$ cat src/wfr_pkg.sv
package wfr_pkg;

	// Largest ping payload that is echoed as a pong
	localparam logic [6:0] PING_MAX = 7'd64;

	// Opcodes in the low nibble of the header byte
	localparam logic [3:0] OP_TEXT   = 4'h1;
	localparam logic [3:0] OP_BINARY = 4'h2;
	localparam logic [3:0] OP_CLOSE  = 4'h8;
	localparam logic [3:0] OP_PING   = 4'h9;
	localparam logic [3:0] OP_PONG   = 4'hA;

	// Header bytes sent toward the peer
	localparam logic [7:0] TX_CLOSE_HDR = 8'h88;
	localparam logic [7:0] TX_PONG_HDR  = 8'h8A;

	localparam logic [6:0] MAX_LEN_RESET = 7'd127;

	typedef enum logic [4:0] {
		PH_HEADER  = 5'b00001,
		PH_LENGTH  = 5'b00010,
		PH_MASK    = 5'b00100,
		PH_PAYLOAD = 5'b01000,
		PH_CLOSED  = 5'b10000
	} phase_t;

	typedef enum logic [1:0] {
		KIND_BINARY = 2'd0,
		KIND_PING   = 2'd1,
		KIND_CLOSE  = 2'd2
	} kind_t;

	typedef enum logic [3:0] {
		EV_PAYLOAD    = 4'd0,
		EV_TX         = 4'd1,
		EV_EMPTY      = 4'd2,
		EV_NOT_FINAL  = 4'd3,
		EV_UNMASKED   = 4'd4,
		EV_TOO_LONG   = 4'd5,
		EV_PONG       = 4'd6,
		EV_TEXT       = 4'd7,
		EV_UNKNOWN    = 4'd8,
		EV_CLOSED     = 4'd9
	} event_t;

	typedef struct packed {
		phase_t          phase;
		kind_t           kind;
		logic [3:0][7:0] mask_key;
		logic [1:0]      mask_count;
		logic [6:0]      frame_length;
		logic [6:0]      byte_position;
		logic            length_rejected;
	} rx_state_t;

	typedef struct packed {
		event_t     ev;
		logic [7:0] data;
		logic [6:0] idx;
		logic       fend;
		logic       open;
	} result_t;

	typedef struct packed {
		result_t res;
		logic    last;
	} out_item_t;

endpackage

$ cat src/websocket_frame_receiver.sv
// Receive side of a server WebSocket link, one byte per request on the input
// channel. Each accepted byte updates the frame parser and yields zero, one or
// two results (payload bytes unmasked, bytes to transmit, status events), which
// appear on the output channel in the cycle after the byte is taken. A byte that
// yields at most one result is taken every cycle while the output side keeps up;
// a byte that yields two (pong header, close reply) holds the input until the first
// is read; the two-entry buffer drains one result per cycle while out_ready is high.
// Binary frame lengths above max_binary_length (reset 127) are rejected; write it
// only while the block is idle. After a close the link stays closed until reset.
module websocket_frame_receiver import wfr_pkg::*; (
	input  logic       clk,
	input  logic       arst_n,
	input  logic       cfg_valid,
	output logic       cfg_ready,
	input  logic [6:0] max_binary_length,
	input  logic       in_valid,
	output logic       in_ready,
	input  logic [7:0] rx_byte,
	output logic       out_valid,
	input  logic       out_ready,
	output logic [3:0] event_res,
	output logic [7:0] data,
	output logic [6:0] payload_index,
	output logic       frame_end,
	output logic       link_open,
	output logic       last
);

	rx_state_t    st_q;
	rx_state_t    st_next;
	logic [6:0]   max_len_q;
	result_t      res0;
	result_t      res1;
	logic [1:0]   nres;
	out_item_t    slot_q [2];
	logic [1:0]   cnt_q;
	logic         push;
	logic         pop;

	wfr_step u_step (
		.st      (st_q),
		.rx_byte (rx_byte),
		.max_len (max_len_q),
		.st_next (st_next),
		.res0    (res0),
		.res1    (res1),
		.nres    (nres)
	);

	assign cfg_ready = 1'b1;
	assign out_valid = cnt_q != 2'd0;
	assign pop       = out_valid && out_ready;
	// take a new request once the buffer will be empty by the next edge
	assign in_ready  = (cnt_q == 2'd0) || (cnt_q == 2'd1 && out_ready);
	assign push      = in_valid && in_ready;

	always_ff @(posedge clk or negedge arst_n) begin
		if (!arst_n) begin
			st_q.phase           <= PH_HEADER;
			st_q.kind            <= KIND_BINARY;
			st_q.mask_key        <= '0;
			st_q.mask_count      <= 2'd0;
			st_q.frame_length    <= 7'd0;
			st_q.byte_position   <= 7'd0;
			st_q.length_rejected <= 1'b0;
			max_len_q            <= MAX_LEN_RESET;
			cnt_q                <= 2'd0;
		end else begin
			if (cfg_valid)
				max_len_q <= max_binary_length;
			if (push) begin
				st_q  <= st_next;
				cnt_q <= nres;
			end else if (pop) begin
				cnt_q <= cnt_q - 2'd1;
			end
		end
	end

	always_ff @(posedge clk) begin
		if (push) begin
			slot_q[0].res  <= res0;
			slot_q[0].last <= nres == 2'd1;
			slot_q[1].res  <= res1;
			slot_q[1].last <= 1'b1;
		end else if (pop) begin
			slot_q[0] <= slot_q[1];
		end
	end

	assign event_res     = slot_q[0].res.ev;
	assign data          = slot_q[0].res.data;
	assign payload_index = slot_q[0].res.idx;
	assign frame_end     = slot_q[0].res.fend;
	assign link_open     = slot_q[0].res.open;
	assign last          = slot_q[0].last;

endmodule

$ cat src/wfr_step.sv
module wfr_step import wfr_pkg::*; (
	input  rx_state_t  st,
	input  logic [7:0] rx_byte,
	input  logic [6:0] max_len,
	output rx_state_t  st_next,
	output result_t    res0,
	output result_t    res1,
	output logic [1:0] nres
);

	logic [3:0] opcode;
	logic [6:0] len_in;
	logic       rejected;
	logic [7:0] mask_byte;
	logic [7:0] unmasked;
	logic       at_end;

	function automatic result_t mk(event_t ev, logic [7:0] d, logic [6:0] idx,
			logic fend, logic open);
		result_t r;
		r.ev   = ev;
		r.data = d;
		r.idx  = idx;
		r.fend = fend;
		r.open = open;
		return r;
	endfunction

	assign opcode    = rx_byte[3:0];
	assign len_in    = rx_byte[6:0];
	assign mask_byte = st.mask_key[st.byte_position[1:0]];
	assign unmasked  = rx_byte ^ mask_byte;
	assign at_end    = ({1'b0, st.byte_position} + 8'd1) >= {1'b0, st.frame_length};

	always_comb begin
		st_next = st;
		res0    = mk(EV_PAYLOAD, 8'd0, 7'd0, 1'b0, 1'b1);
		res1    = mk(EV_TX, 8'd0, 7'd0, 1'b0, 1'b0);
		nres    = 2'd0;
		rejected = 1'b0;

		case (st.phase)
			PH_HEADER: begin
				nres = 2'd1;
				if (!rx_byte[7]) begin
					res0.ev = EV_NOT_FINAL;
				end else if (opcode == OP_CLOSE) begin
					st_next.kind  = KIND_CLOSE;
					st_next.phase = PH_LENGTH;
					nres = 2'd0;
				end else if (opcode == OP_PING) begin
					st_next.kind  = KIND_PING;
					st_next.phase = PH_LENGTH;
					nres = 2'd0;
				end else if (opcode == OP_BINARY) begin
					st_next.kind  = KIND_BINARY;
					st_next.phase = PH_LENGTH;
					nres = 2'd0;
				end else if (opcode == OP_PONG) begin
					res0.ev = EV_PONG;
				end else if (opcode == OP_TEXT) begin
					res0.ev = EV_TEXT;
				end else begin
					res0.ev = EV_UNKNOWN;
				end
			end
			PH_LENGTH: begin
				if (!rx_byte[7]) begin
					if (st.kind == KIND_CLOSE) begin
						// answer the close at once and shut the link
						res0 = mk(EV_TX, TX_CLOSE_HDR, 7'd0, 1'b0, 1'b0);
						res1 = mk(EV_TX, 8'h00, 7'd0, 1'b0, 1'b0);
						nres = 2'd2;
						st_next.phase = PH_CLOSED;
					end else begin
						res0.ev = EV_UNMASKED;
						nres = 2'd1;
						st_next.phase = PH_HEADER;
					end
				end else begin
					if (st.kind == KIND_BINARY) begin
						rejected = len_in > max_len;
					end else if (st.kind == KIND_PING) begin
						rejected = len_in > PING_MAX;
						if (!rejected) begin
							res0 = mk(EV_TX, TX_PONG_HDR, 7'd0, 1'b0, 1'b1);
							res1 = mk(EV_TX, {1'b0, len_in}, 7'd0, 1'b0, 1'b1);
							nres = 2'd2;
						end
					end
					st_next.frame_length    = len_in;
					st_next.mask_key        = '0;
					st_next.mask_count      = 2'd0;
					st_next.byte_position   = 7'd0;
					st_next.length_rejected = rejected;
					st_next.phase           = PH_MASK;
				end
			end
			PH_MASK: begin
				st_next.mask_key[st.mask_count] = st.mask_key[st.mask_count] | rx_byte;
				st_next.mask_count = st.mask_count + 2'd1;
				if (st.mask_count == 2'd3) begin
					if (st.kind == KIND_CLOSE) begin
						res0 = mk(EV_TX, TX_CLOSE_HDR, 7'd0, 1'b0, 1'b0);
						res1 = mk(EV_TX, 8'h00, 7'd0, 1'b0, 1'b0);
						nres = 2'd2;
						st_next.phase = PH_CLOSED;
					end else if (st.length_rejected) begin
						res0.ev = EV_TOO_LONG;
						nres = 2'd1;
						st_next.phase = PH_HEADER;
					end else if (st.frame_length == 7'd0) begin
						// an empty ping already sent its whole pong
						if (st.kind == KIND_BINARY) begin
							res0.ev = EV_EMPTY;
							nres = 2'd1;
						end
						st_next.phase = PH_HEADER;
					end else begin
						st_next.phase = PH_PAYLOAD;
					end
				end
			end
			PH_PAYLOAD: begin
				nres = 2'd1;
				if (st.kind == KIND_PING)
					res0 = mk(EV_TX, unmasked, st.byte_position, 1'b0, 1'b1);
				else
					res0 = mk(EV_PAYLOAD, unmasked, st.byte_position, at_end, 1'b1);
				st_next.byte_position = st.byte_position + 7'd1;
				if (at_end)
					st_next.phase = PH_HEADER;
			end
			default: begin
				st_next.phase = PH_CLOSED;
				res0 = mk(EV_CLOSED, 8'd0, 7'd0, 1'b0, 1'b0);
				nres = 2'd1;
			end
		endcase
	end

endmodule
$ cat config.mk
export PLATFORM = sky130hd
export DESIGN_NAME = websocket_frame_receiver
export DESIGN_NICKNAME = d
export VERILOG_FILES = /design/src/wfr_pkg.sv /design/src/websocket_frame_receiver.sv /design/src/wfr_step.sv
export SDC_FILE = /design/constraint.sdc
export NUM_CORES = 1
export LEC_CHECK = 0
export ABC_AREA = 1
export BUFFER_PORTS_ARGS = -buffer_cell sky130_fd_sc_hd__buf_4
export CORE_MARGIN = 3
export CORE_UTILIZATION = 30
export CTS_CLUSTER_SIZE = 14
export DETAILED_ROUTE_END_ITERATION = 7
export PLACE_DENSITY = 0.54
export SYNTH_ARGS = -nofsm -noshare
export SYNTH_HDL_FRONTEND = slang
export SYNTH_SLANG_ARGS = --single-unit
$ cat constraint.sdc
create_clock -name clk -period 2 [get_ports clk]
set_input_delay 0.5 -clock clk [delete_from_list [all_inputs] [get_ports clk]]
set_output_delay 0.5 -clock clk [all_outputs]
set_load 0.005 [all_outputs]
==> out/qor.txt, run 1 <==
======================================================================================
Final total negative setup slack ........................................    -0.836 ns
Synth Warn # ............................................................            0
Most frequent cell after synthesis ......................................      nand2_1
Synth unique cells ......................................................           36
Maximum root-to-sink buffer count .......................................            2
Critical Path Source Type ...............................................    flip-flop
Number of global-route vias before repair ...............................         4402
Clock tree from TritonCTS ...............................................         done
Leak Pwr ................................................................      3.21 nW
Count of final setup violators ..........................................            6
Most used DFF post-synth ................................................      dfrtp_1
Num CTS Buffers .........................................................            9
Max-cap violations ......................................................            0
Post-synth top area share ...............................................        26.1%
Register area share after synthesis .....................................        46.9%
Number of instances in the synthesized netlist ..........................          697
Overall overflow remaining after global route ...........................            0
Number of flops mapped to enable cells by yosys .........................           30
Req. time, crit path ....................................................      2.25 ns
DRC Markers .............................................................            0
Pin count of the biggest net entering global routing ....................           29
Height of the chip ......................................................       141 um
# port buffers ..........................................................           43
Number of pins with negative max-slew slack in the final report .........            0
Number of antenna violations at the first check in global routing .......            0
Cell taking the most area after synthesis ...............................      dfrtp_1
Netlist Area Pre-Place ..................................................    5460 um^2
Synth Net Count .........................................................          738
Global router's overall resource usage ..................................        15.3%
Synth Area per Inst .....................................................    7.83 um^2
Flop and latch count out of synthesis ...................................           96
Vias after detailed routing .............................................         4654
Hold Fails Final Rpt ....................................................            0
Routed wire length ......................................................      14.7 mm
Maximum vdd ir drop .....................................................     0.614 mV
Power density of the placed cells ....................................... 1100 nW/um^2
Worst slack at placement ................................................    -0.172 ns
Weighted congestion reported at the end of routability-driven placement .        0.887
Full die area ...........................................................   19800 um^2
R2R Path End ............................................................ st_q[52]$_DFFE_PN0P_
Post-layout min period ..................................................      2.17 ns
Die Span X ..............................................................       141 um
# nets final ............................................................          808
Count of antenna-violating nets left after detailed routing .............            0
Critical path start-end classification ..................................      reg2reg
CTS Hold Buffers Added ..................................................            0
Average routed wire per standard cell ...................................      14.7 um
Critical path endpoint category .........................................    flip-flop
Filler cell count in the final layout ...................................         1853
Top cells by count, synth ............................................... 214 x nand2_1, 66 x inv_1, 57 x dfrtp_1
Run status .............................................................. finished, violations left
Clock slew at reported path FFs .........................................      0.08 ns
Ratio of final minimum period to clock period ...........................         108%
Synthesis-to-layout area growth .........................................        22.7%
Root buffer selected by CTS .............................................    clkbuf_16
Register-to-register setup slack ........................................     -0.17 ns
Crit path arrival time ..................................................      2.42 ns
Sink count of the clock tree ............................................           96
Share of synthesized flip-flops with an asynchronous set or reset .......        67.7%
RSZ-0062 raised after global routing ....................................          yes
Post-detailed-placement half-perimeter wirelength .......................      10.9 mm
Worst min-delay path category ...........................................     in2async
Launching instance or port of the critical path ......................... st_q[1]$_DFFE_PN0P_
Top post-synthesis cells by area ........................................ dfrtp_1 26%, edfxtp_1 17%, nand2_1 15%
Count of boundary I/O pins ..............................................           45
Share of layout cells above drive strength 1 ............................        22.3%
Final setup slack of the worst path .....................................    -0.166 ns
Reg2Reg Launch Point .................................................... st_q[1]$_DFFE_PN0P_
Level count of the clock H-tree .........................................            3
Length of the first detailed-routing pass in iterations .................            4
Global-route wire length before repair ..................................      23.5 mm
Number of diodes added for antenna fixing ...............................            0
Total power of the final layout .........................................    0.00735 W
Number of rows in the core area .........................................           48
Number of vias per cell after detailed routing ..........................         4.67
Failing checks .......................................................... negative setup slack
Detailed router's first-iteration violation count .......................          362
Clock latency at the later pin of the worst-skew pair ...................      0.36 ns
R2r worst-path depth ....................................................           14
Fmax ....................................................................      462 MHz
Core outline area .......................................................   17500 um^2
Maximum fanout along the worst path .....................................            5
Skew final ..............................................................   0.00724 ns
Starting utilization of the core area ...................................        31.1%
======================================================================================
[state kept, by name, indices dropped and copies added (netlist names)]
| register | flops |
|---|---|
| max_len_q | 7 |
| slot_q | 31 |
| st_q | 56 |
| cnt_q | 2 |
[metal layers]
| metal | vias to the layer above | share of wire, % | wire (um) | track usage [%] |
|---|---|---|---|---|
| met1 | 2158 | 48 | 7020 | 21.6 |
| met4 | 0 | 1.6 | 235 | 5.51 |
| li1 | 2378 | - | - | - |
| met2 | 102 | 46 | 6800 | 23.7 |
| met3 | 16 | 4.2 | 620 | 2.54 |
| met5 | - | 0 | 0 | 0 |
[critical path, stage by stage, from the launching register on]
cell     delay [ns]
dfrtp_1        0.43
ha_2           0.21
nand2_2        0.07
inv_2          0.04
nand4_1        0.07
xor2_1         0.19
inv_1          0.10
ha_4           0.28
inv_2          0.04
a21oi_2        0.10
nand3_1        0.09
nand4_1        0.21
nand2_2        0.12
nand2_1        0.08
nand2_1        0.04
[cells by family after synthesis]
group / Yosys count / share of synthesized area (%)
AO/OA/AOI/OAI: 112 / 10.9
XOR/XNOR: 6 / 0.963
adder cells (fa/ha/maj): 21 / 4.81
buffers and inverters: 122 / 10.1
flip-flops: 96 / 46.9
multiplexers: 1 / 0.206
other: 1 / 0.0687
AND/OR/NAND/NOR: 338 / 26.0
[layout by cell type, fill, tap and decap left out, types with 2 or more instances in the layout]
| cell | Yosys | layout |
|---|---|---|
| buf_12 | 0 | 8 |
| a21oi_2 | 0 | 2 |
| nand4_2 | 2 | 2 |
| inv_1 | 66 | 64 |
| inv_6 | 0 | 4 |
| dfrtp_1 | 57 | 57 |
| nor2_1 | 50 | 47 |
| nand2_1 | 214 | 211 |
| edfxtp_1 | 30 | 30 |
| o21ai_1 | 36 | 37 |
| o31ai_1 | 2 | 2 |
| clkbuf_16 | 0 | 9 |
| a21oi_1 | 46 | 44 |
| buf_4 | 21 | 87 |
| dfstp_2 | 8 | 8 |
| nand4_1 | 10 | 10 |
| o22ai_1 | 3 | 3 |
| a31oi_1 | 2 | 2 |
| ha_1 | 21 | 18 |
| o21ai_2 | 3 | 3 |
| nor2_4 | 2 | 3 |
| nor2_2 | 6 | 8 |
| nand3_1 | 36 | 36 |
| inv_2 | 18 | 18 |
| o21ai_0 | 18 | 17 |
| or2_2 | 2 | 2 |
| xor2_1 | 6 | 6 |
| ha_4 | 0 | 2 |
| nand2_4 | 0 | 2 |
| nand2_2 | 4 | 5 |
| nor3_1 | 10 | 10 |
| inv_4 | 0 | 2 |
[where the power goes]
part           switching (W)  leakage [nW]  internal (W)
registers           0.000256          1.12       0.00250
clock network       0.000888         0.146      0.000885
logic                0.00164          1.94       0.00118
total                0.00278          3.21       0.00457
[repair_timing]
| item | CTS | global route |
|---|---|---|
| gates resized for setup | 7 | 8 |
| setup endpoints to repair | 6 | 28 |
| pin swaps | 7 | 5 |
| setup buffers | 3 | 3 |
| hold endpoints to repair | 0 | 0 |
[stage by stage]
step / area (um^2) / std cells / utilization, % / hold WS, ns
after floorplan: 5480 / 697 / - / 0.204
after global placement: 6290 / 975 / 35.9 / 0.449
after detailed placement: 6290 / 975 / 35.9 / 0.440
after CTS: 6650 / 994 / 37.9 / 0.0910
after global routing: 6700 / 997 / 38.2 / 0.0951
final: 6700 / 997 / 38.2 / 0.0672
[how the worst max path moves through the flow]
| stage | to | slack, ns | cells after the start |
|---|---|---|---|
| global route | st_q[52]$_DFFE_PN0P_ | -0.36 | 14 |
| floorplan | st_q[52]$_DFFE_PN0P_ | -0.01 | 14 |
| global placement | st_q[52]$_DFFE_PN0P_ | -0.12 | 14 |
| finish | st_q[52]$_DFFE_PN0P_ | -0.17 | 14 |
| CTS | st_q[55]$_DFFE_PN0P_ | -0.12 | 15 |
| detailed placement | st_q[55]$_DFFE_PN0P_ | -0.17 | 14 |
[final cells by class]
type / count / area, um^2 / area share [%]
multi-input cells: 479 / 2410 / 36.0
inverters: 85 / 324 / 4.84
clock inverters: 7 / 71.3 / 1.07
clock buffers: 9 / 225 / 3.36
flip-flops and latches: 96 / 2560 / 38.2
well taps: 225 / 282 / 4.20
repair buffers: 96 / 825 / 12.3
Power figures use the tool's default switching activity.
==> inputs of run 2 (changes only) <==
--- a/config.mk
+++ b/config.mk
@@ -11,7 +11,6 @@
 export CORE_UTILIZATION = 30
 export CTS_CLUSTER_SIZE = 14
 export DETAILED_ROUTE_END_ITERATION = 7
-export PLACE_DENSITY = 0.54
 export SYNTH_ARGS = -nofsm -noshare
 export SYNTH_HDL_FRONTEND = slang
 export SYNTH_SLANG_ARGS = --single-unit
==> constraint.sdc (replaced) <==
create_clock -name clk -period 2.5 [get_ports clk]
set_input_delay 0.625 -clock clk [delete_from_list [all_inputs] [get_ports clk]]
set_output_delay 0.625 -clock clk [all_outputs]
set_load 0.005 [all_outputs]
==> out/qor.txt, run 2 (synthesis results as in run 1) <==
======================================================================================
Length of the first detailed-routing pass in iterations .................            5
Relative slew margins ...................................................        44.5%
Fmax ....................................................................      440 MHz
Commonest non-fill, non-tap cells in the layout ......................... 213 x nand2_1, 66 x inv_1, 57 x buf_4
Num CTS Buffers .........................................................            9
Internal cell power .....................................................    0.00352 W
Crit path buffers/inverters .............................................            3
Critical Path Source Type ...............................................    flip-flop
Clock power share .......................................................        25.3%
Filler cell count in the final layout ...................................         1848
Global router's overall resource usage ..................................        14.5%
# port buffers ..........................................................           43
Synthesis-to-layout area growth .........................................        14.7%
Clock tree from TritonCTS ...............................................         done
Sink count of the clock tree ............................................           96
Ratio of final minimum period to clock period ...........................        90.9%
Library cell contributing the largest single delay on the critical path .      dfrtp_1
Post-layout util ........................................................        35.7%
Weighted congestion reported at the end of routability-driven placement .        0.917
Power density of the placed cells .......................................  893 nW/um^2
Max-cap violations ......................................................            0
Count of boundary I/O pins ..............................................           45
Register share of total power ...........................................        39.2%
Average routed wire per standard cell ...................................      14.6 um
Number of antenna violations at the first check in global routing .......            0
Level count of the clock H-tree .........................................            3
Actual slew at the worst max-slew pin ...................................     0.832 ns
Net switching power .....................................................    0.00207 W
Largest registers ....................................................... st_q x56, slot_q x31, max_len_q x7
Leak Pwr ................................................................      2.97 nW
Count of final setup violators ..........................................            0
Run status .............................................................. finished, final reports clean
Req. time, crit path ....................................................      2.74 ns
Pin count of the biggest net entering global routing ....................           37
Clock latency at the later pin of the worst-skew pair ...................      0.36 ns
Maximum vdd ir drop .....................................................     0.624 mV
Post-detailed-placement half-perimeter wirelength .......................      10.3 mm
Switching part of the total power .......................................        37.0%
Core outline area .......................................................   17500 um^2
RSZ-0062 raised after global routing ....................................           no
Most common cell after layout, fill and taps aside ......................      nand2_1
Number of global-route vias before repair ...............................         4390
Root buffer selected by CTS .............................................    clkbuf_16
Total cell area at the placement stage ..................................    5930 um^2
Register-to-register setup slack ........................................      0.23 ns
Vias after detailed routing .............................................         4577
Number of rows in the core area .........................................           48
Register area ...........................................................    2560 um^2
Detailed router's first-iteration violation count .......................          404
Global-route wire length before repair ..................................      22.7 mm
Hold Fails Final Rpt ....................................................            0
Worst min-delay path category ...........................................     in2async
Multi-input gate area in the final layout ...............................    2350 um^2
Overall overflow remaining after global route ...........................            0
Maximum fanout along the worst path .....................................            5
Post-route cell area ....................................................    6260 um^2
Die Span X ..............................................................       141 um
Number of flip-flops in the largest register ............................           56
Most flops, register ....................................................         st_q
Number of pins with negative max-slew slack in the final report .........            0
Fin cells ...............................................................          959
Critical path endpoint category .........................................    flip-flop
Cell class contributing the biggest share of worst-path delay ........... simple AND/OR/NAND/NOR gates
Clock slew at reported path FFs .........................................      0.07 ns
Height of the chip ......................................................       141 um
DRC Markers .............................................................            0
# nets final ............................................................          770
Number of placed instances with taps included ...........................          940
Share of layout cells above drive strength 1 ............................        16.6%
Number of diodes added for antenna fixing ...............................            0
Relative contribution of combinational cells to total power .............        35.4%
Ordered cell list for the critical path ................................. ha_1 > nand2_1 > inv_1 > nand4_1 > xor2_1 > inv_1 > ha_1 > inv_1 > a21oi_1 > nand3_1 > nand4_1 > nand2_2 > nand2_1 > nand2_1
Full die area ...........................................................   19800 um^2
Count of antenna-violating nets left after detailed routing .............            0
Starting utilization of the core area ...................................        31.1%
Number of vias per cell after detailed routing ..........................         4.77
Routed wire length ......................................................      14.0 mm
Total power of the final layout .........................................    0.00559 W
Longest individual stage delay on the worst path ........................      0.42 ns
Post-layout min period ..................................................      2.27 ns
Critical path start-end classification ..................................      reg2reg
Skew final ..............................................................   0.00698 ns
Final total negative setup slack ........................................         0 ns
Crit path arrival time ..................................................      2.51 ns
Maximum root-to-sink buffer count .......................................            2
======================================================================================
## run 2: cell types whose count changed in the layout (fill, tap and decap cells not counted), moves of 3 or more
cell,change
nor2_1,+3
buf_4,-30
nor2_2,-3
ha_1,+3
buf_12,-7
## run 2: power groups by stage
stage,combinational [W],clock (W),sequential (W)
floorplan,0.00140,0,0.00218
CTS,0.00194,0.00145,0.00220
detailed placement,0.00194,0,0.00223
global route,0.00227,0.00151,0.00223
finish,0.00198,0.00142,0.00219
global placement,0.00192,0,0.00223
## run 2: layout make-up
cell class                      count  share of cell area, %
Clock buffer                       10                   3.66
Clock inverter                      6                   1.08
Inverter                           85                   5.10
Sequential cell                    96                   40.9
Tap cell                          225                   4.50
Timing Repair Buffer               58                   7.16
Multi-Input combinational cell    479                   37.6
## run 2: path summary, 6_finish.rpt
check | startpoint | to | cells past startpoint
max | st_q[1]$_DFFE_PN0P_ | st_q[52]$_DFFE_PN0P_ | 14
min | arst_n | st_q[12]$_DFFE_PN0P_ | 1
max reg2reg | st_q[1]$_DFFE_PN0P_ | st_q[52]$_DFFE_PN0P_ | 14
min reg2reg | slot_q[0][22]$_DFF_P_ | slot_q[0][22]$_DFF_P_ | 1
max in group asynchronous | arst_n | st_q[2]$_DFFE_PN0P_ | 2
min in group clk | slot_q[0][22]$_DFF_P_ | slot_q[0][22]$_DFF_P_ | 1
## run 2: metal layers
metal / part of all wire (%) / global-route usage [%]
met1: 45 / 19.0
met2: 46 / 23.3
met3: 5.9 / 3.12
met4: 2.4 / 6.12
met5: 0 / 0
## run 2: stage by stage
stage	worst slack [ns]	hold slack, ns
finish	0.228	0.215
global route	0.00762	0.238
CTS	0.181	0.220
detailed placement	0.201	0.442
global placement	0.271	0.446
floorplan	0.374	0.329
## run 2: repair_timing
item / 4_1_cts / 5_1_grt
setup buffers: 0 / 3
hold buffers: 0 / 0
endpoints found under the setup margin: 0 / 6
gates resized for setup: 0 / 3
